<file path="src/rtl/gbn_pkg.sv">
`timescale 1ns / 1ps
`default_nettype none
// ----------------------------------------------------------------------------
// gbn_pkg
// Shared types, codes and the control store of the go-back-n window engine.
// ----------------------------------------------------------------------------
package gbn_pkg;

  // event codes of an input item
  typedef enum logic [1:0] {
    KIND_FRAME     = 2'd0,
    KIND_CKSUM_ERR = 2'd1,
    KIND_TIMEOUT   = 2'd2,
    KIND_PACKET    = 2'd3
  } kind_t;

  // action codes of a result item
  typedef enum logic [2:0] {
    ACT_NONE    = 3'd0,
    ACT_SEND    = 3'd1,
    ACT_DELIVER = 3'd2,
    ACT_STOP    = 3'd3,
    ACT_REJECT  = 3'd4
  } action_t;

  // control store addresses
  typedef enum logic [3:0] {
    ST_FETCH,
    ST_DISPATCH,
    ST_REJECT,
    ST_SEND_NEW,
    ST_RX,
    ST_DELIVER,
    ST_RX_NODEL,
    ST_STOP,
    ST_TIMEOUT,
    ST_NONE,
    ST_RESEND
  } step_t;

  // branch conditions
  typedef enum logic [2:0] {
    C_ALWAYS,
    C_ACCEPT,
    C_KIND,
    C_SEQ_MATCH,
    C_REM_ZERO,
    C_REM_ONE
  } cond_t;

  typedef enum logic [1:0] {
    SEQ_ZERO,
    SEQ_NTS,
    SEQ_OLDEST
  } seq_sel_t;

  typedef enum logic [1:0] {
    DATA_ZERO,
    DATA_PAYLOAD,
    DATA_STORE
  } data_sel_t;

  typedef enum logic [1:0] {
    LAST_ONE,
    LAST_REM_ZERO,
    LAST_REM_ONE
  } last_sel_t;

  // one control word
  typedef struct packed {
    logic      accept;
    logic      emit;
    action_t   act;
    seq_sel_t  seq_sel;
    logic      ack_en;
    data_sel_t data_sel;
    last_sel_t last_sel;
    logic      store_wr;
    logic      cnt_inc;
    logic      cnt_dec;
    logic      nts_inc;
    logic      nts_load_old;
    logic      old_inc;
    logic      rxe_inc;
    logic      rem_dec;
    logic      dispatch;
    cond_t     cond;
    step_t     on_true;
    step_t     on_false;
  } ctrl_t;

  // datapath flags seen by the sequencer
  typedef struct packed {
    logic  out_free;
    logic  in_take;
    logic  seq_match;
    logic  rem_zero;
    logic  rem_one;
    logic  full;
    kind_t kind;
  } status_t;

  // control store
  function automatic ctrl_t ucode(input step_t s);
    ctrl_t c;
    c = '0;
    c.cond     = C_ALWAYS;
    c.on_true  = ST_FETCH;
    c.on_false = ST_FETCH;
    unique case (s)
      ST_FETCH: begin
        c.accept   = 1'b1;
        c.cond     = C_ACCEPT;
        c.on_true  = ST_DISPATCH;
        c.on_false = ST_FETCH;
      end
      ST_DISPATCH: begin
        c.dispatch = 1'b1;
        c.cond     = C_KIND;
      end
      ST_REJECT: begin
        c.emit     = 1'b1;
        c.act      = ACT_REJECT;
        c.last_sel = LAST_ONE;
      end
      ST_SEND_NEW: begin
        c.emit     = 1'b1;
        c.act      = ACT_SEND;
        c.seq_sel  = SEQ_NTS;
        c.ack_en   = 1'b1;
        c.data_sel = DATA_PAYLOAD;
        c.last_sel = LAST_ONE;
        c.store_wr = 1'b1;
        c.cnt_inc  = 1'b1;
        c.nts_inc  = 1'b1;
      end
      ST_RX: begin
        c.cond     = C_SEQ_MATCH;
        c.on_true  = ST_DELIVER;
        c.on_false = ST_RX_NODEL;
      end
      ST_DELIVER: begin
        c.emit     = 1'b1;
        c.act      = ACT_DELIVER;
        c.data_sel = DATA_PAYLOAD;
        c.last_sel = LAST_REM_ZERO;
        c.rxe_inc  = 1'b1;
        c.cond     = C_REM_ZERO;
        c.on_true  = ST_FETCH;
        c.on_false = ST_STOP;
      end
      ST_RX_NODEL: begin
        c.cond     = C_REM_ZERO;
        c.on_true  = ST_NONE;
        c.on_false = ST_STOP;
      end
      ST_STOP: begin
        c.emit     = 1'b1;
        c.act      = ACT_STOP;
        c.seq_sel  = SEQ_OLDEST;
        c.last_sel = LAST_REM_ONE;
        c.cnt_dec  = 1'b1;
        c.old_inc  = 1'b1;
        c.rem_dec  = 1'b1;
        c.cond     = C_REM_ONE;
        c.on_true  = ST_FETCH;
        c.on_false = ST_STOP;
      end
      ST_TIMEOUT: begin
        c.nts_load_old = 1'b1;
        c.cond         = C_REM_ZERO;
        c.on_true      = ST_NONE;
        c.on_false     = ST_RESEND;
      end
      ST_NONE: begin
        c.emit     = 1'b1;
        c.act      = ACT_NONE;
        c.last_sel = LAST_ONE;
      end
      ST_RESEND: begin
        c.emit     = 1'b1;
        c.act      = ACT_SEND;
        c.seq_sel  = SEQ_NTS;
        c.ack_en   = 1'b1;
        c.data_sel = DATA_STORE;
        c.last_sel = LAST_REM_ONE;
        c.nts_inc  = 1'b1;
        c.rem_dec  = 1'b1;
        c.cond     = C_REM_ONE;
        c.on_true  = ST_FETCH;
        c.on_false = ST_RESEND;
      end
      default: begin
        c.cond = C_ALWAYS;
      end
    endcase
    return c;
  endfunction

endpackage
`default_nettype wire

</file>
<file path="src/rtl/gbn_in_if.sv">
`timescale 1ns / 1ps
`default_nettype none
// ----------------------------------------------------------------------------
// gbn_in_if
// Event channel into the window engine: valid/ready plus one event item.
// ----------------------------------------------------------------------------
interface gbn_in_if #(
  parameter int SEQ_BITS  = 3,
  parameter int PKT_WIDTH = 32
);
  logic                 valid;
  logic                 ready;
  logic [1:0]           kind;
  logic [PKT_WIDTH-1:0] payload;
  logic [SEQ_BITS-1:0]  rx_seq;
  logic [SEQ_BITS-1:0]  rx_ack;

  modport source (output valid, kind, payload, rx_seq, rx_ack, input ready);
  modport sink   (input valid, kind, payload, rx_seq, rx_ack, output ready);
endinterface
`default_nettype wire

</file>
<file path="src/rtl/gbn_out_if.sv">
`timescale 1ns / 1ps
`default_nettype none
// ----------------------------------------------------------------------------
// gbn_out_if
// Result channel out of the window engine: valid/ready plus one result item.
// ----------------------------------------------------------------------------
interface gbn_out_if #(
  parameter int SEQ_BITS  = 3,
  parameter int PKT_WIDTH = 32
);
  logic                 valid;
  logic                 ready;
  logic [2:0]           action;
  logic [SEQ_BITS-1:0]  seq;
  logic [SEQ_BITS-1:0]  ack;
  logic [PKT_WIDTH-1:0] data_word;
  logic                 net_enable;
  logic                 last;

  modport source (output valid, action, seq, ack, data_word, net_enable, last,
                  input ready);
  modport sink   (input valid, action, seq, ack, data_word, net_enable, last,
                  output ready);
endinterface
`default_nettype wire

</file>
<file path="src/rtl/gbn_sequencer.sv">
`timescale 1ns / 1ps
`default_nettype none
// ----------------------------------------------------------------------------
// gbn_sequencer
// Step counter over the control store with conditional and multiway jumps.
// ----------------------------------------------------------------------------
module gbn_sequencer
  import gbn_pkg::*;
(
  input  wire logic    clk,
  input  wire logic    rst,
  input  wire status_t st,
  output ctrl_t        ctrl,
  output step_t        step
);

  step_t step_next;
  step_t kind_target;
  logic  stall;

  // current control word
  assign ctrl  = ucode(step);
  assign stall = ctrl.emit && !st.out_free;

  // step register
  always_ff @(posedge clk) begin
    if (rst) begin
      step <= ST_FETCH;
    end else begin
      step <= step_next;
    end
  end

  // multiway target on the event code
  always_comb begin
    unique case (st.kind)
      KIND_PACKET:    kind_target = st.full ? ST_REJECT : ST_SEND_NEW;
      KIND_FRAME:     kind_target = ST_RX;
      KIND_TIMEOUT:   kind_target = ST_TIMEOUT;
      KIND_CKSUM_ERR: kind_target = ST_NONE;
      default:        kind_target = ST_NONE;
    endcase
  end

  // next step
  always_comb begin
    step_next = step;
    if (!stall) begin
      unique case (ctrl.cond)
        C_ALWAYS:    step_next = ctrl.on_true;
        C_ACCEPT:    step_next = st.in_take ? ctrl.on_true : ctrl.on_false;
        C_KIND:      step_next = kind_target;
        C_SEQ_MATCH: step_next = st.seq_match ? ctrl.on_true : ctrl.on_false;
        C_REM_ZERO:  step_next = st.rem_zero ? ctrl.on_true : ctrl.on_false;
        C_REM_ONE:   step_next = st.rem_one ? ctrl.on_true : ctrl.on_false;
        default:     step_next = ST_FETCH;
      endcase
    end
  end

endmodule
`default_nettype wire

</file>
<file path="src/rtl/gbn_datapath.sv">
`timescale 1ns / 1ps
`default_nettype none
// ----------------------------------------------------------------------------
// gbn_datapath
// Window registers, packet buffer, item latch and result register, all
// driven by the control word of the current step.
// ----------------------------------------------------------------------------
module gbn_datapath
  import gbn_pkg::*;
#(
  parameter int SEQ_BITS  = 3,
  parameter int PKT_WIDTH = 32
) (
  input  wire logic   clk,
  input  wire logic   rst,
  input  wire ctrl_t  ctrl,
  output status_t     st,
  gbn_in_if.sink      req,
  gbn_out_if.source   rsp
);

  localparam int                  Depth  = 1 << SEQ_BITS;
  localparam logic [SEQ_BITS-1:0] MaxSeq = '1;
  localparam logic [SEQ_BITS-1:0] One    = SEQ_BITS'(1);

  // latched item
  kind_t                kind_q;
  logic [PKT_WIDTH-1:0] payload_q;
  logic [SEQ_BITS-1:0]  rx_seq_q;
  logic [SEQ_BITS-1:0]  rx_ack_q;

  // window state
  logic [SEQ_BITS-1:0]  nts;
  logic [SEQ_BITS-1:0]  nts_next;
  logic [SEQ_BITS-1:0]  oldest;
  logic [SEQ_BITS-1:0]  rxe;
  logic [SEQ_BITS-1:0]  cnt;
  logic [SEQ_BITS-1:0]  rem;
  logic                 ne_q;

  // packet buffer
  logic [PKT_WIDTH-1:0] store [Depth];
  logic [PKT_WIDTH-1:0] rdata;

  // result register
  logic                 out_valid;
  action_t              act_q;
  logic [SEQ_BITS-1:0]  seq_q;
  logic [SEQ_BITS-1:0]  ack_q;
  logic [PKT_WIDTH-1:0] data_q;
  logic                 ne_out_q;
  logic                 last_q;

  logic                 take;
  logic                 out_free;
  logic                 fire;
  logic [SEQ_BITS-1:0]  ack_off;
  logic                 in_win;
  logic [SEQ_BITS-1:0]  freed;
  logic [SEQ_BITS-1:0]  cnt_after;
  logic                 full;

  assign take     = req.valid && req.ready;
  assign out_free = !out_valid || rsp.ready;
  assign fire     = !(ctrl.emit && !out_free);
  assign full     = (cnt == MaxSeq);

  // ack window check: outside a resend the window [oldest, nts) spans cnt entries
  assign ack_off = rx_ack_q - oldest;
  assign in_win  = (ack_off < cnt);
  assign freed   = in_win ? ack_off + One : '0;

  // outstanding count once the whole event is done
  always_comb begin
    case (kind_q)
      KIND_PACKET: cnt_after = full ? cnt : cnt + One;
      KIND_FRAME:  cnt_after = cnt - freed;
      default:     cnt_after = cnt;
    endcase
  end

  // status toward the sequencer
  assign st.out_free  = out_free;
  assign st.in_take   = take;
  assign st.seq_match = (rx_seq_q == rxe);
  assign st.rem_zero  = (rem == '0);
  assign st.rem_one   = (rem == One);
  assign st.full      = full;
  assign st.kind      = kind_q;

  assign req.ready = ctrl.accept;

  // item latch
  always_ff @(posedge clk) begin
    if (take) begin
      kind_q    <= kind_t'(req.kind);
      payload_q <= req.payload;
      rx_seq_q  <= req.rx_seq;
      rx_ack_q  <= req.rx_ack;
    end
  end

  // next send pointer, also the buffer read address
  always_comb begin
    nts_next = nts;
    if (fire && ctrl.nts_load_old) begin
      nts_next = oldest;
    end else if (fire && ctrl.nts_inc) begin
      nts_next = nts + One;
    end
  end

  // window registers
  always_ff @(posedge clk) begin
    if (rst) begin
      nts    <= '0;
      oldest <= '0;
      rxe    <= '0;
      cnt    <= '0;
      rem    <= '0;
      ne_q   <= 1'b1;
    end else begin
      nts <= nts_next;
      if (fire) begin
        if (ctrl.old_inc) begin
          oldest <= oldest + One;
        end
        if (ctrl.rxe_inc) begin
          rxe <= rxe + One;
        end
        if (ctrl.cnt_inc) begin
          cnt <= cnt + One;
        end else if (ctrl.cnt_dec) begin
          cnt <= cnt - One;
        end
        if (ctrl.dispatch) begin
          rem  <= (kind_q == KIND_TIMEOUT) ? cnt : freed;
          ne_q <= (cnt_after != MaxSeq);
        end else if (ctrl.rem_dec) begin
          rem <= rem - One;
        end
      end
    end
  end

  // packet buffer, one write and one registered read a cycle
  always_ff @(posedge clk) begin
    if (fire && ctrl.store_wr) begin
      store[nts] <= payload_q;
    end
    rdata <= store[nts_next];
  end

  // result register
  always_ff @(posedge clk) begin
    if (rst) begin
      out_valid <= 1'b0;
    end else if (fire && ctrl.emit) begin
      out_valid <= 1'b1;
    end else if (rsp.ready) begin
      out_valid <= 1'b0;
    end
  end

  always_ff @(posedge clk) begin
    if (fire && ctrl.emit) begin
      act_q    <= ctrl.act;
      ack_q    <= ctrl.ack_en ? rxe + MaxSeq : '0;
      ne_out_q <= ne_q;
      case (ctrl.seq_sel)
        SEQ_NTS:    seq_q <= nts;
        SEQ_OLDEST: seq_q <= oldest;
        default:    seq_q <= '0;
      endcase
      case (ctrl.data_sel)
        DATA_PAYLOAD: data_q <= payload_q;
        DATA_STORE:   data_q <= rdata;
        default:      data_q <= '0;
      endcase
      case (ctrl.last_sel)
        LAST_REM_ZERO: last_q <= (rem == '0);
        LAST_REM_ONE:  last_q <= (rem == One);
        default:       last_q <= 1'b1;
      endcase
    end
  end

  assign rsp.valid      = out_valid;
  assign rsp.action     = act_q;
  assign rsp.seq        = seq_q;
  assign rsp.ack        = ack_q;
  assign rsp.data_word  = data_q;
  assign rsp.net_enable = ne_out_q;
  assign rsp.last       = last_q;

endmodule
`default_nettype wire

</file>
<file path="src/rtl/go_back_n_window_engine_unit.sv">
`timescale 1ns / 1ps
`default_nettype none
// ----------------------------------------------------------------------------
// go_back_n_window_engine_unit
// Go-back-n sliding-window endpoint run by a microcoded sequencer.
// ----------------------------------------------------------------------------
// One event item enters on req and produces one or more result items on rsp,
// the final one flagged by last. The sequencer takes an item in its fetch step
// and decodes it in the next cycle; a packet, a rejected packet or a checksum
// error then gives its single result, an arriving frame passes its sequence
// check, then a no-delivery step if it delivers nothing, and gives one result
// for the delivery and each freed buffer (a none result if neither), and a
// timeout rewinds the send pointer and resends one frame per cycle, while rsp
// does not stall, out of the packet buffer's single read port.
// The next item is accepted right after the last result is loaded into the
// result register, while that result may still wait on rsp.
module go_back_n_window_engine_unit
  import gbn_pkg::*;
#(
  parameter int SEQ_BITS  = 3,
  parameter int PKT_WIDTH = 32
) (
  input  wire logic clk,
  input  wire logic rst,
  gbn_in_if.sink    req,
  gbn_out_if.source rsp
);

  ctrl_t   ctrl;
  status_t st;
  step_t   step;

  // control
  gbn_sequencer u_seq (
    .clk  (clk),
    .rst  (rst),
    .st   (st),
    .ctrl (ctrl),
    .step (step)
  );

  // datapath
  gbn_datapath #(
    .SEQ_BITS  (SEQ_BITS),
    .PKT_WIDTH (PKT_WIDTH)
  ) u_dp (
    .clk  (clk),
    .rst  (rst),
    .ctrl (ctrl),
    .st   (st),
    .req  (req),
    .rsp  (rsp)
  );

`ifndef ASSERT_OFF
  // an accepted item is decoded next
  a_take_decode: assert property (@(posedge clk) disable iff (rst)
    (req.valid && req.ready) |=> (step == ST_DISPATCH))
    else $error("accepted item not decoded");

  // a result step with room in the output register always loads it
  a_emit_loads: assert property (@(posedge clk) disable iff (rst)
    (ctrl.emit && st.out_free) |=> rsp.valid)
    else $error("result not loaded");

  // loop steps always have work left
  a_loop_count: assert property (@(posedge clk) disable iff (rst)
    (step == ST_STOP || step == ST_RESEND) |-> !st.rem_zero)
    else $error("loop step with nothing left");
`endif

endmodule
`default_nettype wire
</file>
<file path="src/flat_wrapper.sv">
// flat-port wrapper written by rule: the top's interface ports become plain ports
module go_back_n_window_engine_unit_flat import gbn_pkg::*;
#(
  parameter int SEQ_BITS  = 3,
  parameter int PKT_WIDTH = 32
)
  (clk, rst, req_valid, req_kind, req_payload, req_rx_seq, req_rx_ack, req_ready, rsp_valid, rsp_action, rsp_seq, rsp_ack, rsp_data_word, rsp_net_enable, rsp_last, rsp_ready);
  gbn_in_if #(.SEQ_BITS(SEQ_BITS), .PKT_WIDTH(PKT_WIDTH)) req_i ();
  gbn_out_if #(.SEQ_BITS(SEQ_BITS), .PKT_WIDTH(PKT_WIDTH)) rsp_i ();
  input  wire logic clk;
  input  wire logic rst;
  input wire logic [$bits(req_i.valid)-1:0] req_valid;
  input wire logic [$bits(req_i.kind)-1:0] req_kind;
  input wire logic [$bits(req_i.payload)-1:0] req_payload;
  input wire logic [$bits(req_i.rx_seq)-1:0] req_rx_seq;
  input wire logic [$bits(req_i.rx_ack)-1:0] req_rx_ack;
  output wire logic [$bits(req_i.ready)-1:0] req_ready;
  output wire logic [$bits(rsp_i.valid)-1:0] rsp_valid;
  output wire logic [$bits(rsp_i.action)-1:0] rsp_action;
  output wire logic [$bits(rsp_i.seq)-1:0] rsp_seq;
  output wire logic [$bits(rsp_i.ack)-1:0] rsp_ack;
  output wire logic [$bits(rsp_i.data_word)-1:0] rsp_data_word;
  output wire logic [$bits(rsp_i.net_enable)-1:0] rsp_net_enable;
  output wire logic [$bits(rsp_i.last)-1:0] rsp_last;
  input wire logic [$bits(rsp_i.ready)-1:0] rsp_ready;
  assign req_i.valid = req_valid;
  assign req_i.kind = req_kind;
  assign req_i.payload = req_payload;
  assign req_i.rx_seq = req_rx_seq;
  assign req_i.rx_ack = req_rx_ack;
  assign req_ready = req_i.ready;
  assign rsp_valid = rsp_i.valid;
  assign rsp_action = rsp_i.action;
  assign rsp_seq = rsp_i.seq;
  assign rsp_ack = rsp_i.ack;
  assign rsp_data_word = rsp_i.data_word;
  assign rsp_net_enable = rsp_i.net_enable;
  assign rsp_last = rsp_i.last;
  assign rsp_i.ready = rsp_ready;
  go_back_n_window_engine_unit #(.SEQ_BITS(SEQ_BITS), .PKT_WIDTH(PKT_WIDTH)) u_core (.clk(clk), .rst(rst), .req(req_i), .rsp(rsp_i));
endmodule
</file>
<file path="config.mk">
export PLATFORM = sky130hd
export DESIGN_NAME = go_back_n_window_engine_unit_flat
export DESIGN_NICKNAME = d
export VERILOG_FILES = /design/src/rtl/gbn_pkg.sv /design/src/rtl/gbn_in_if.sv /design/src/rtl/gbn_out_if.sv /design/src/rtl/gbn_sequencer.sv /design/src/rtl/gbn_datapath.sv /design/src/rtl/go_back_n_window_engine_unit.sv /design/src/flat_wrapper.sv
export SDC_FILE = /design/constraint.sdc
export NUM_CORES = 1
export LEC_CHECK = 0
export ABC_AREA = 1
export BUFFER_PORTS_ARGS = -buffer_cell sky130_fd_sc_hd__buf_2
export CAP_MARGIN = 20
export CELL_PAD_IN_SITES_DETAIL_PLACEMENT = 0
export CELL_PAD_IN_SITES_GLOBAL_PLACEMENT = 1
export CORE_UTILIZATION = 45
export DETAILED_ROUTE_END_ITERATION = 12
export PLACE_DENSITY = 0.72
export SYNTH_ARGS = -nofsm -noshare
export SYNTH_HDL_FRONTEND = slang
export SYNTH_SLANG_ARGS = --single-unit
export TNS_END_PERCENT = 10
</file>
<file path="constraint.sdc">
create_clock -name clk -period 8.7 [get_ports clk]
set_clock_uncertainty 0.2 [all_clocks]
set_input_delay 0.87 -clock clk [delete_from_list [all_inputs] [get_ports clk]]
set_output_delay 0.87 -clock clk [all_outputs]
set_load 0.02 [all_outputs]
</file>
==> run metrics, run 1 <==
Row Count 71; P&R area growth vs syn 13.6%; CP max FO 65; Final Critical Period 3.68 ns; postcts setup bufs 0; Post-Place Cells 2,219; IO Port Bufs 88; Routed Antenna Nets 0; Setup TNS 0 ns; global-route wire length before repair 63.5 mm; Hold Path Sink u_core.u_dp.rsp.net_enable; Main synth FF type edfxtp_1; HP Class flop to flop; f_max 0.272 GHz; detailed router's first-iteration violation count 896; Via density 4.94; final hold vios 0; Tot Pwr 4.95 mW; Final Slew Violations 0; most frequent cell after synthesis nand2_1; largest net degree at the start of global routing 66; CTS tree yes; Pleak 8.25 nW; cell area after layout 19,500 µm²; final wirelength 40.7 mm; clock root cell clkbuf_16; peak supply drop 0.117 mV; die area 38,800 µm²; top-area cell type share of the netlist area 0.594; most instantiated cells after synthesis nand2_1, edfxtp_1, inv_1; Critical Path RT 9.00 ns; starting density of the core 0.456; R2R setup slack 5.02 ns; measured slew at the worst slew-check pin 1.05 ns; Clock Sink Count 392; vias in the first global route 11,200; ANT cells 0; DIE HEIGHT 197 µm; grt total ovfl 0; Max Used Layer met4; pwr dens 254 nW/µm²; FF-to-FF End u_core.u_dp.rdata[17]; PostCTS Resize Cnt 0; worst r2r path cells 12; via count 11,400; RePlAce Congestion 0.815; drt drc 0; DP Wirelength 21.2 mm; hold buffers post-CTS 0; critical path class flop to flop; Longest Clk Path Bufs 3; Max-Cap Viols 0; die width 197 µm; worst-skew pair later-pin latency 0.56 ns; Finished Layout Cells 2,298; first-pass iteration count of the detailed router 5; CTS buffer count 43; WHS 0.270 ns; Seq/Total Area, Yosys 0.656; fraction of layout cells with a size suffix above 1 0.115; H-tree levels 2; asr flop ratio synth 0; status complete, no violations; largest cells by area after synthesis edfxtp_1, nand3_1, nand2_1, inv_1, dfxtp_1; setup repair after global routing missed its margin false; mapped cell area 17,100 µm²; met2 WL 19.4 mm; Yosys warning total 0; syn avg cell area 10.2 µm²; Synth cell types 40; post-DR wirelength/cell 17.7 µm; Gate Count Post-Synth 1,677; area leader, netlist edfxtp_1; crit end category flop; Nets 1,828; # setup viols final 0; met3 wire len 1.87 mm; Final Cycle Share 0.423; Metal-1 WL 18.6 mm; num ports 89; Core Area 37,600 µm²; Worst Hold Depth 0; EDFF count, synth 339; Area after DPL 18,100 µm²; worst reg2reg startpoint u_core.u_seq.step[0]; syn nets 1,752; Startpoint Class flop; Reg clk slew, reported paths 0.06 ns; hold_sp u_core.u_dp.ne_q; Worst Path Arrival 3.98 ns; Slew HR 0.301; gr usage total 0.216; initial antenna violation count 0; Synth Register Bits 392
-- per-stage QoR --
stage	setup slack (ns)	utilization
global placement	4.73	0.481
detailed placement	4.64	0.481
global route	4.70	0.518
finish	5.02	0.518
floorplan	5.03	-
CTS	5.01	0.518
-- flip-flops by register name, indices dropped and copies added (netlist names), 4 cells and up --
name                       flops
u_core.u_dp.store            256
u_core.u_dp.rdata             32
u_core.u_seq.step              4
u_core.u_dp.payload_q         32
u_core.u_dp.rsp.data_word     32
-- per-layer routing --
layer | up-vias | global-route usage
met1 | 5405 | 0.298
met5 | - | 0
li1 | 5625 | -
met2 | 263 | 0.357
met4 | 0 | 0.0663
met3 | 68 | 0.0283
-- how the worst max path moves through the flow --
stage | end | from
6_report | u_core.u_dp.rdata[17] | u_core.u_seq.step[0]
5_1_grt | u_core.u_dp.ne_q | u_core.u_dp.oldest[0]
4_1_cts | u_core.u_dp.rdata[17] | u_core.u_seq.step[0]
3_5_place_dp | u_core.u_dp.rdata[17] | rsp_ready
3_3_place_gp | u_core.u_dp.rdata[29] | rsp_ready
2_1_floorplan | u_core.u_dp.rsp.ack[0] | rsp_ready
-- cells in the final DEF, fill, tap and decap left out, types with 2 or more instances in the layout --
cell type	count
nand2_2	6
nand3_2	2
nand3_1	304
o211ai_1	3
nand2_4	4
clkbuf_1	9
nor3_1	2
edfxtp_1	339
nor2_1	36
a21oi_1	56
clkbuf_8	5
nor2_4	10
clkinv_2	10
fa_1	2
o21ai_4	2
ha_1	29
nand3b_1	2
o21ai_0	22
bufinv_16	3
clkbuf_16	45
xnor2_1	4
clkinv_1	6
inv_2	4
buf_2	88
nand2_1	384
dfxtp_1	53
inv_1	314
buf_4	20
xor2_1	5
nor2_2	3
-- kinds of logic after synthesis --
group | count (synthesis) | share of synthesized area
xor gates and xnor gates | 9 | 0.00460
AOI/OAI and AO/OA | 93 | 0.0296
buffers and inverters | 395 | 0.0936
DFF | 392 | 0.656
adders and majority gates | 31 | 0.0235
and+or+nand+nor | 757 | 0.192
-- layout make-up --
type,count,area [µm²]
repair buffers,108,591
inverters,318,1190
well taps,511,639
clock buffers,59,1230
clock inverters,20,170
fillers,3331,18100
multi-input cells,890,4400
flip-flops and latches,392,11200
-- worst max-delay path, cell delays in order, from the launching register on --
cell and delay, ns:
dfxtp_1 0.39, nor2_2 0.21, inv_2 0.07, nor2_2 0.23, inv_2 0.20, nand3_2 0.11, buf_4 0.71, nand2_2 0.87
nand2_1 0.27, nand3_1 0.09, nand2_1 0.11, nand2_1 0.05, nand2_1 0.09
-- where the power goes --
part / internal [mW] / switching (mW)
clock network: 1.07 / 0.727
logic: 0.221 / 0.573
registers: 2.25 / 0.103
No activity file was read; power rests on OpenSTA's default activity.
==> inputs of run 2 (changes only) <==
Clock period 8.7 ns to 3.7 ns, I/O delays scaled along.
==> run 2 against run 1 <==
Wire length down 0.84%; clock power up 140%; final area up 3.5%; via count up 2.5%; maximum frequency up 8.8%; non-clock buffer count up 55; die area unchanged; highest routed layer unchanged; largest power group unchanged; global-route usage down 0.10 points; largest cell class unchanged; critical endpoint is now u_core.u_dp.ne_q.
==> run metrics, run 2 (synthesis results as in run 1) <==
via count 11,600 (was 11,400); final hold vios 0 (unchanged); final cell utilization of the core 0.536 (was 0.518); clock power share 0.363 (was 0.364); number of flip-flops in the largest register 256 (unchanged); Startpoint Class flop (unchanged); num ports 89 (unchanged); Via density 4.95 (was 4.94); pwr dens 585 nW/µm² (was 254 nW/µm²); Slew HR 0.439 (was 0.301); worst-skew pair later-pin latency 0.56 ns (about the same); Reg clk slew, reported paths 0.06 ns (about the same); P_sw 3.30 mW (was 1.40 mW); critical path class flop to flop (unchanged); grt total ovfl 0 (unchanged); Top reg by flops u_core.u_dp.store (unchanged); die area 38,800 µm² (unchanged); DP Wirelength 22.9 mm (was 21.2 mm); measured slew at the worst slew-check pin 0.841 ns (was 1.05 ns); final setup margin 0.316 ns (was 5.02 ns); H-tree levels 2 (unchanged); dpl ws 0.159 ns (was 4.64 ns); CTS buffer count 43 (unchanged); starting density of the core 0.456 (unchanged); clock root cell clkbuf_16 (unchanged); IO Port Bufs 88 (unchanged); sequential share of power 0.470 (was 0.476); RePlAce Congestion 0.818 (was 0.815); Nets 1,883 (was 1,828); status complete, no violations (unchanged); ANT cells 0 (unchanged); HP Class input port to flop (was flop to flop); most common cell after layout, fill and taps aside nand2_1 (unchanged); initial antenna violation count 0 (unchanged); first-pass iteration count of the detailed router 7 (was 5); Finished Layout Cells 2,353 (was 2,298); DIE HEIGHT 197 µm (unchanged); Post-Place Cells 2,233 (was 2,219); Max-Cap Viols 0 (unchanged); Final Cycle Share 0.915 (was 0.423); Pint 8.47 mW (was 3.55 mW); CTS tree yes (unchanged); Worst Path Arrival 3.69 ns (was 3.98 ns); Critical Path RT 4.01 ns (was 9.00 ns); WHS 0.0829 ns (was 0.270 ns); Pleak 8.52 nW (was 8.25 nW); R2R setup slack 0.32 ns (was 5.02 ns); peak supply drop 0.338 mV (was 0.117 mV); CP max FO 3 (was 65); combinational share of power 0.167 (was 0.160); Routed Antenna Nets 0 (unchanged); Row Count 71 (unchanged); drt drc 0 (unchanged); # setup viols final 0 (unchanged); Longest Clk Path Bufs 3 (unchanged); post-DR wirelength/cell 17.1 µm (was 17.7 µm); Core Area 37,600 µm² (unchanged); P&R area growth vs syn 17.6% (was 13.6%); crit end category flop (unchanged); largest net degree at the start of global routing 97 (was 66); vias in the first global route 11,600 (was 11,200); final wirelength 40.4 mm (was 40.7 mm); fraction of layout cells with a size suffix above 1 0.121 (was 0.115); die width 197 µm (unchanged); switching share of power 0.280 (was 0.283); gr usage total 0.215 (was 0.216); f_max 0.295 GHz (was 0.272 GHz); Clock Sink Count 392 (unchanged); Final Critical Period 3.38 ns (was 3.68 ns); detailed router's first-iteration violation count 687 (was 896); most frequent cells in the layout nand2_1, edfxtp_1, inv_1 (unchanged); Final Slew Violations 0 (unchanged); postcts setup bufs 0 (unchanged); global-route wire length before repair 64.0 mm (was 63.5 mm)
==> run 2: cell count changes in the layout (fill, tap and decap cells not counted), moves of 2 or more <==
cell	previous run	this run
clkinvlp_4	1	4
dfxtp_1	53	51
fa_2	0	2
clkbuf_1	9	16
clkbuf_8	5	3
dfxtp_2	0	2
dlygate4sd3_1	0	41
buf_12	0	10
clkinv_2	10	5
buf_4	20	24
fa_1	2	0
clkinv_1	6	2
==> run 2: worst max-delay path, stage by stage, from the launching register on <==
cell      delay, ns
edfxtp_1       0.35
inv_1          0.06
ha_1           0.13
inv_1          0.05
fa_2           0.35
nand2_1        0.12
nand2_1        0.06
nand2_1        0.08
nand2_1        0.07
ha_1           0.30
nand2_1        0.05
a21oi_1        0.15
nor2_2         0.07
nand2_1        0.08
inv_1          0.05
ha_1           0.17
inv_1          0.07
fa_2           0.43
a221oi_2       0.25
nor2_1         0.07
nand2_1        0.06
nand2_1        0.04
nand2_1        0.07
==> run 2: power by group through the flow <==
| stage | combinational [mW] | clock [mW] | sequential, mW |
|---|---|---|---|
| global route | 2.22 | 4.53 | 5.58 |
| detailed placement | 1.94 | 0 | 5.63 |
| CTS | 1.98 | 4.38 | 5.54 |
| floorplan | 1.29 | 0 | 5.62 |
| global placement | 1.93 | 0 | 5.62 |
| finish | 1.97 | 4.27 | 5.53 |
==> run 2: per-layer routing <==
| metal | wire [µm] | vias to the layer above | global-route usage |
|---|---|---|---|
| li1 | - | 5743 | - |
| met1 | 18200 | 5581 | 0.286 |
| met2 | 19400 | 241 | 0.360 |
| met3 | 1630 | 76 | 0.0314 |
| met4 | 1050 | 0 | 0.0764 |
| met5 | 0 | - | 0 |
==> run 2: worst paths after layout <==
path                                start                    endpoint  cells after the start
setup / recovery  u_core.u_dp.rx_ack_q[0]            u_core.u_dp.ne_q                     22
setup reg to reg  u_core.u_dp.rx_ack_q[0]            u_core.u_dp.ne_q                     22
hold reg to reg          u_core.u_dp.ne_q  u_core.u_dp.rsp.net_enable                      0
hold / removal                  rsp_ready       u_core.u_dp.rsp.valid                      3
==> run 2: through the flow <==
stage	TNS [ns]	instance area (µm²)	power [mW]
finish	0	20100	11.8
global route	-0.0140	20100	12.3
CTS	0	20100	11.9
detailed placement	0	18300	7.57
global placement	0	18300	7.54
floorplan	0	17100	6.91
==> run 2: final cells by class <==
cell class | instances | area (µm²)
Multi-Input combinational cell | 890 | 4420
Inverter | 318 | 1190
Timing Repair Buffer | 163 | 1230
Fill cell | 3306 | 17400
Clock buffer | 64 | 1230
Clock inverter | 15 | 183
Sequential cell | 392 | 11200
Tap cell | 511 | 639
==> run 2: timing repair <==
action	4_1_cts	5_1_grt
resized for setup	0	8
endpoints found under the hold margin	49	0
setup endpoints to repair	0	1
hold buffers	41	0
==> inputs of run 3 (changes only) <==
Settings changed: CORE_UTILIZATION 45 to 35, PLACE_DENSITY 0.72 to 0.58.
==> run 3 against run 2 <==
Worst setup slack better by 0.036 ns; die area grew 28%; final area up 0.75%; via count down 0.41%; count of clock-buffer cells in the layout up 1; combinational power rose by 3%; maximum frequency grew 1.1%; cell count grew 4.7%; non-clock buffer count increased by 2; worst hold slack got worse by 0.014 ns; critical endpoint unchanged; highest routed layer unchanged.
==> run metrics, run 3 (synthesis results as in run 1) <==
Critical Path RT 4.02 ns (was 4.01 ns); register area 11,200 µm² (unchanged); Final Slew Violations 0 (unchanged); worst reg2reg startpoint u_core.u_dp.rx_ack_q[0] (unchanged); critical path class flop to flop (unchanged); fraction of layout cells with a size suffix above 1 0.121 (about the same); status complete, no violations (unchanged); Area after DPL 18,500 µm² (was 18,300 µm²); f_max 0.299 GHz (was 0.295 GHz); setup repair after global routing missed its margin false; CTS tree yes (unchanged); global-route wire length before repair 67.7 mm (was 64.0 mm); Slew HR 0.322 (was 0.439); Routed Antenna Nets 0 (unchanged); grt total ovfl 0 (unchanged); most frequent cells in the layout nand2_1, edfxtp_1, inv_1 (unchanged); worst r2r path cells 22 (unchanged); detailed router's first-iteration violation count 609 (was 687); CP max FO 3 (unchanged); Top reg by flops u_core.u_dp.store (unchanged); die area 49,800 µm² (was 38,800 µm²); num ports 89 (unchanged); CTS buffer count 45 (was 43); via count 11,600 (about the same); H-tree levels 2 (unchanged); worst-path cell chain inv_1 > ha_1 > inv_1 > fa_2 > inv_1 > nand2_1 > nand3_1 > nand2_1 > ha_1 > nand2_1 > a21oi_1 > nor2_2 > nand2_1 > inv_1 > ha_1 > inv_1 > fa_2 > a221oi_1 > nor2_1 > nand2_1 > nand2_1 > nand2_1 (was inv_1 > ha_1 > inv_1 > fa_2 > nand2_1 > nand2_1 > nand2_1 > nand2_1 > ha_1 > nand2_1 > a21oi_1 > nor2_2 > nand2_1 > inv_1 > ha_1 > inv_1 > fa_2 > a221oi_2 > nor2_1 > nand2_1 > nand2_1 > nand2_1); most common cell after layout, fill and taps aside nand2_1 (unchanged); HP Class input port to flop (unchanged); Pleak 8.54 nW (was 8.52 nW); Longest Clk Path Bufs 3 (unchanged); combinational share of power 0.172 (was 0.167); R2R setup slack 0.35 ns (was 0.32 ns); post-DR wirelength/cell 17.7 µm (was 17.1 µm); Pint 8.33 mW (was 8.47 mW); CP peak stage delay 0.42 ns (was 0.43 ns); Reg clk slew, reported paths 0.06 ns (about the same); fill count 4,602 (was 3,306); switching share of power 0.290 (was 0.280); clock power share 0.355 (was 0.363); Max-Cap Viols 0 (unchanged); final hold vios 0 (unchanged); Multi-input gate area 4420 µm² (about the same); peak supply drop 0.296 mV (was 0.338 mV); vias in the first global route 11,600 (about the same); number of flip-flops in the largest register 256 (unchanged); Nets 1,887 (was 1,883); cell area after layout 20,300 µm² (was 20,100 µm²); largest net degree at the start of global routing 97 (unchanged); first-pass iteration count of the detailed router 5 (was 7); sequential share of power 0.473 (was 0.470); measured slew at the worst slew-check pin 1.02 ns (was 0.841 ns); Setup crit end u_core.u_dp.ne_q (unchanged); Final Critical Period 3.35 ns (was 3.38 ns); Clock Sink Count 392 (unchanged); clock root cell clkbuf_16 (unchanged); starting density of the core 0.357 (was 0.456); P&R area growth vs syn 18.5% (was 17.6%); Worst setup startpoint u_core.u_dp.rx_ack_q[0] (unchanged); gr usage total 0.179 (was 0.215); FF-to-FF End u_core.u_dp.ne_q (unchanged); worst-skew pair later-pin latency 0.57 ns (was 0.56 ns); die width 223 µm (was 197 µm); drt drc 0 (unchanged); # setup viols final 0 (unchanged); IO Port Bufs 88 (unchanged); ANT cells 0 (unchanged); Row Count 80 (was 71); DP Wirelength 25.2 mm (was 22.9 mm); Startpoint Class flop (unchanged); DIE HEIGHT 223 µm (was 197 µm); initial antenna violation count 1 (was 0); crit end category flop (unchanged); Via density 4.71 (was 4.95); Worst path most repeated cell nand2_1 (unchanged); Worst Path Arrival 3.67 ns (was 3.69 ns); slowest cell on the critical path fa_2 (unchanged); Core Area 48,000 µm² (was 37,600 µm²); P_sw 3.40 mW (was 3.30 mW); Setup TNS 0 ns (unchanged); pwr dens 578 nW/µm² (was 585 nW/µm²); final wirelength 43.6 mm (was 40.4 mm); RePlAce Congestion 0.789 (was 0.818); Final Cycle Share 0.905 (was 0.915)
[run 3: layer usage]
| metal | wire [µm] | GRT usage | vias to the layer above | share of wire |
|---|---|---|---|---|
| met5 | 0 | 0 | - | 0 |
| met4 | 1010 | 0.0574 | 0 | 0.023 |
| met3 | 1790 | 0.0296 | 57 | 0.041 |
| met2 | 20800 | 0.300 | 194 | 0.48 |
| met1 | 20000 | 0.236 | 5591 | 0.46 |
| li1 | - | - | 5751 | - |
[run 3: worst min-delay path by stage]
stage                                       endpoint  cells after the start  slack, ns              from
after floorplan           u_core.u_dp.rsp.net_enable                      0       0.21  u_core.u_dp.ne_q
after global placement    u_core.u_dp.rsp.net_enable                      0       0.28  u_core.u_dp.ne_q
after detailed placement  u_core.u_dp.rsp.net_enable                      0       0.28  u_core.u_dp.ne_q
after CTS                      u_core.u_dp.rsp.valid                      3       0.03         rsp_ready
after global routing           u_core.u_dp.rsp.valid                      3       0.08         rsp_ready
final                          u_core.u_dp.rsp.valid                      3       0.07         rsp_ready
[run 3: worst max-delay path: cells and delay by family (launching register included)]
| kind | cells | cell delay [ns] |
|---|---|---|
| AO/OA/AOI/OAI | 2 | 0.41 |
| adder cells (fa/ha/maj) | 5 | 1.37 |
| buffers and inverters | 5 | 0.31 |
| flip-flops | 1 | 0.35 |
| AND/OR/NAND/NOR | 10 | 0.66 |
[run 3: repair_timing]
item | CTS | global route
gates resized for setup | 0 | 6
endpoints found under the setup margin | 0 | 1
hold buffers | 41 | 0
setup buffers | 0 | 0
endpoints found under the hold margin | 49 | 0
[run 3: area by class of cell]
| type | count | share of cell area |
|---|---|---|
| Sequential cell | 392 | 0.554 |
| Multi-Input combinational cell | 890 | 0.218 |
| Inverter | 318 | 0.0588 |
| Clock buffer | 65 | 0.0617 |
| Clock inverter | 18 | 0.00574 |
| Tap cell | 615 | 0.0379 |
| Timing Repair Buffer | 165 | 0.0640 |
[run 3: metrics by stage]
stage | hold WS (ns) | setup WS [ns] | util | power, mW | instances
floorplan | 0.209 | 0.317 | - | 6.91 | 1677
global placement | 0.275 | 0.221 | 0.384 | 7.63 | 2337
detailed placement | 0.276 | 0.148 | 0.384 | 7.65 | 2338
CTS | 0.0315 | 0.138 | 0.421 | 11.9 | 2462
global route | 0.0847 | 0.0469 | 0.422 | 12.3 | 2463
finish | 0.0688 | 0.352 | 0.422 | 11.7 | 2463
[run 3: power groups by stage]
stage	logic [mW]	clock network (mW)	registers [mW]
2_1_floorplan	1.29	0	5.62
3_3_place_gp	1.99	0	5.64
3_5_place_dp	2.00	0	5.64
4_1_cts	2.04	4.30	5.56
5_1_grt	2.27	4.45	5.60
6_report	2.02	4.16	5.55
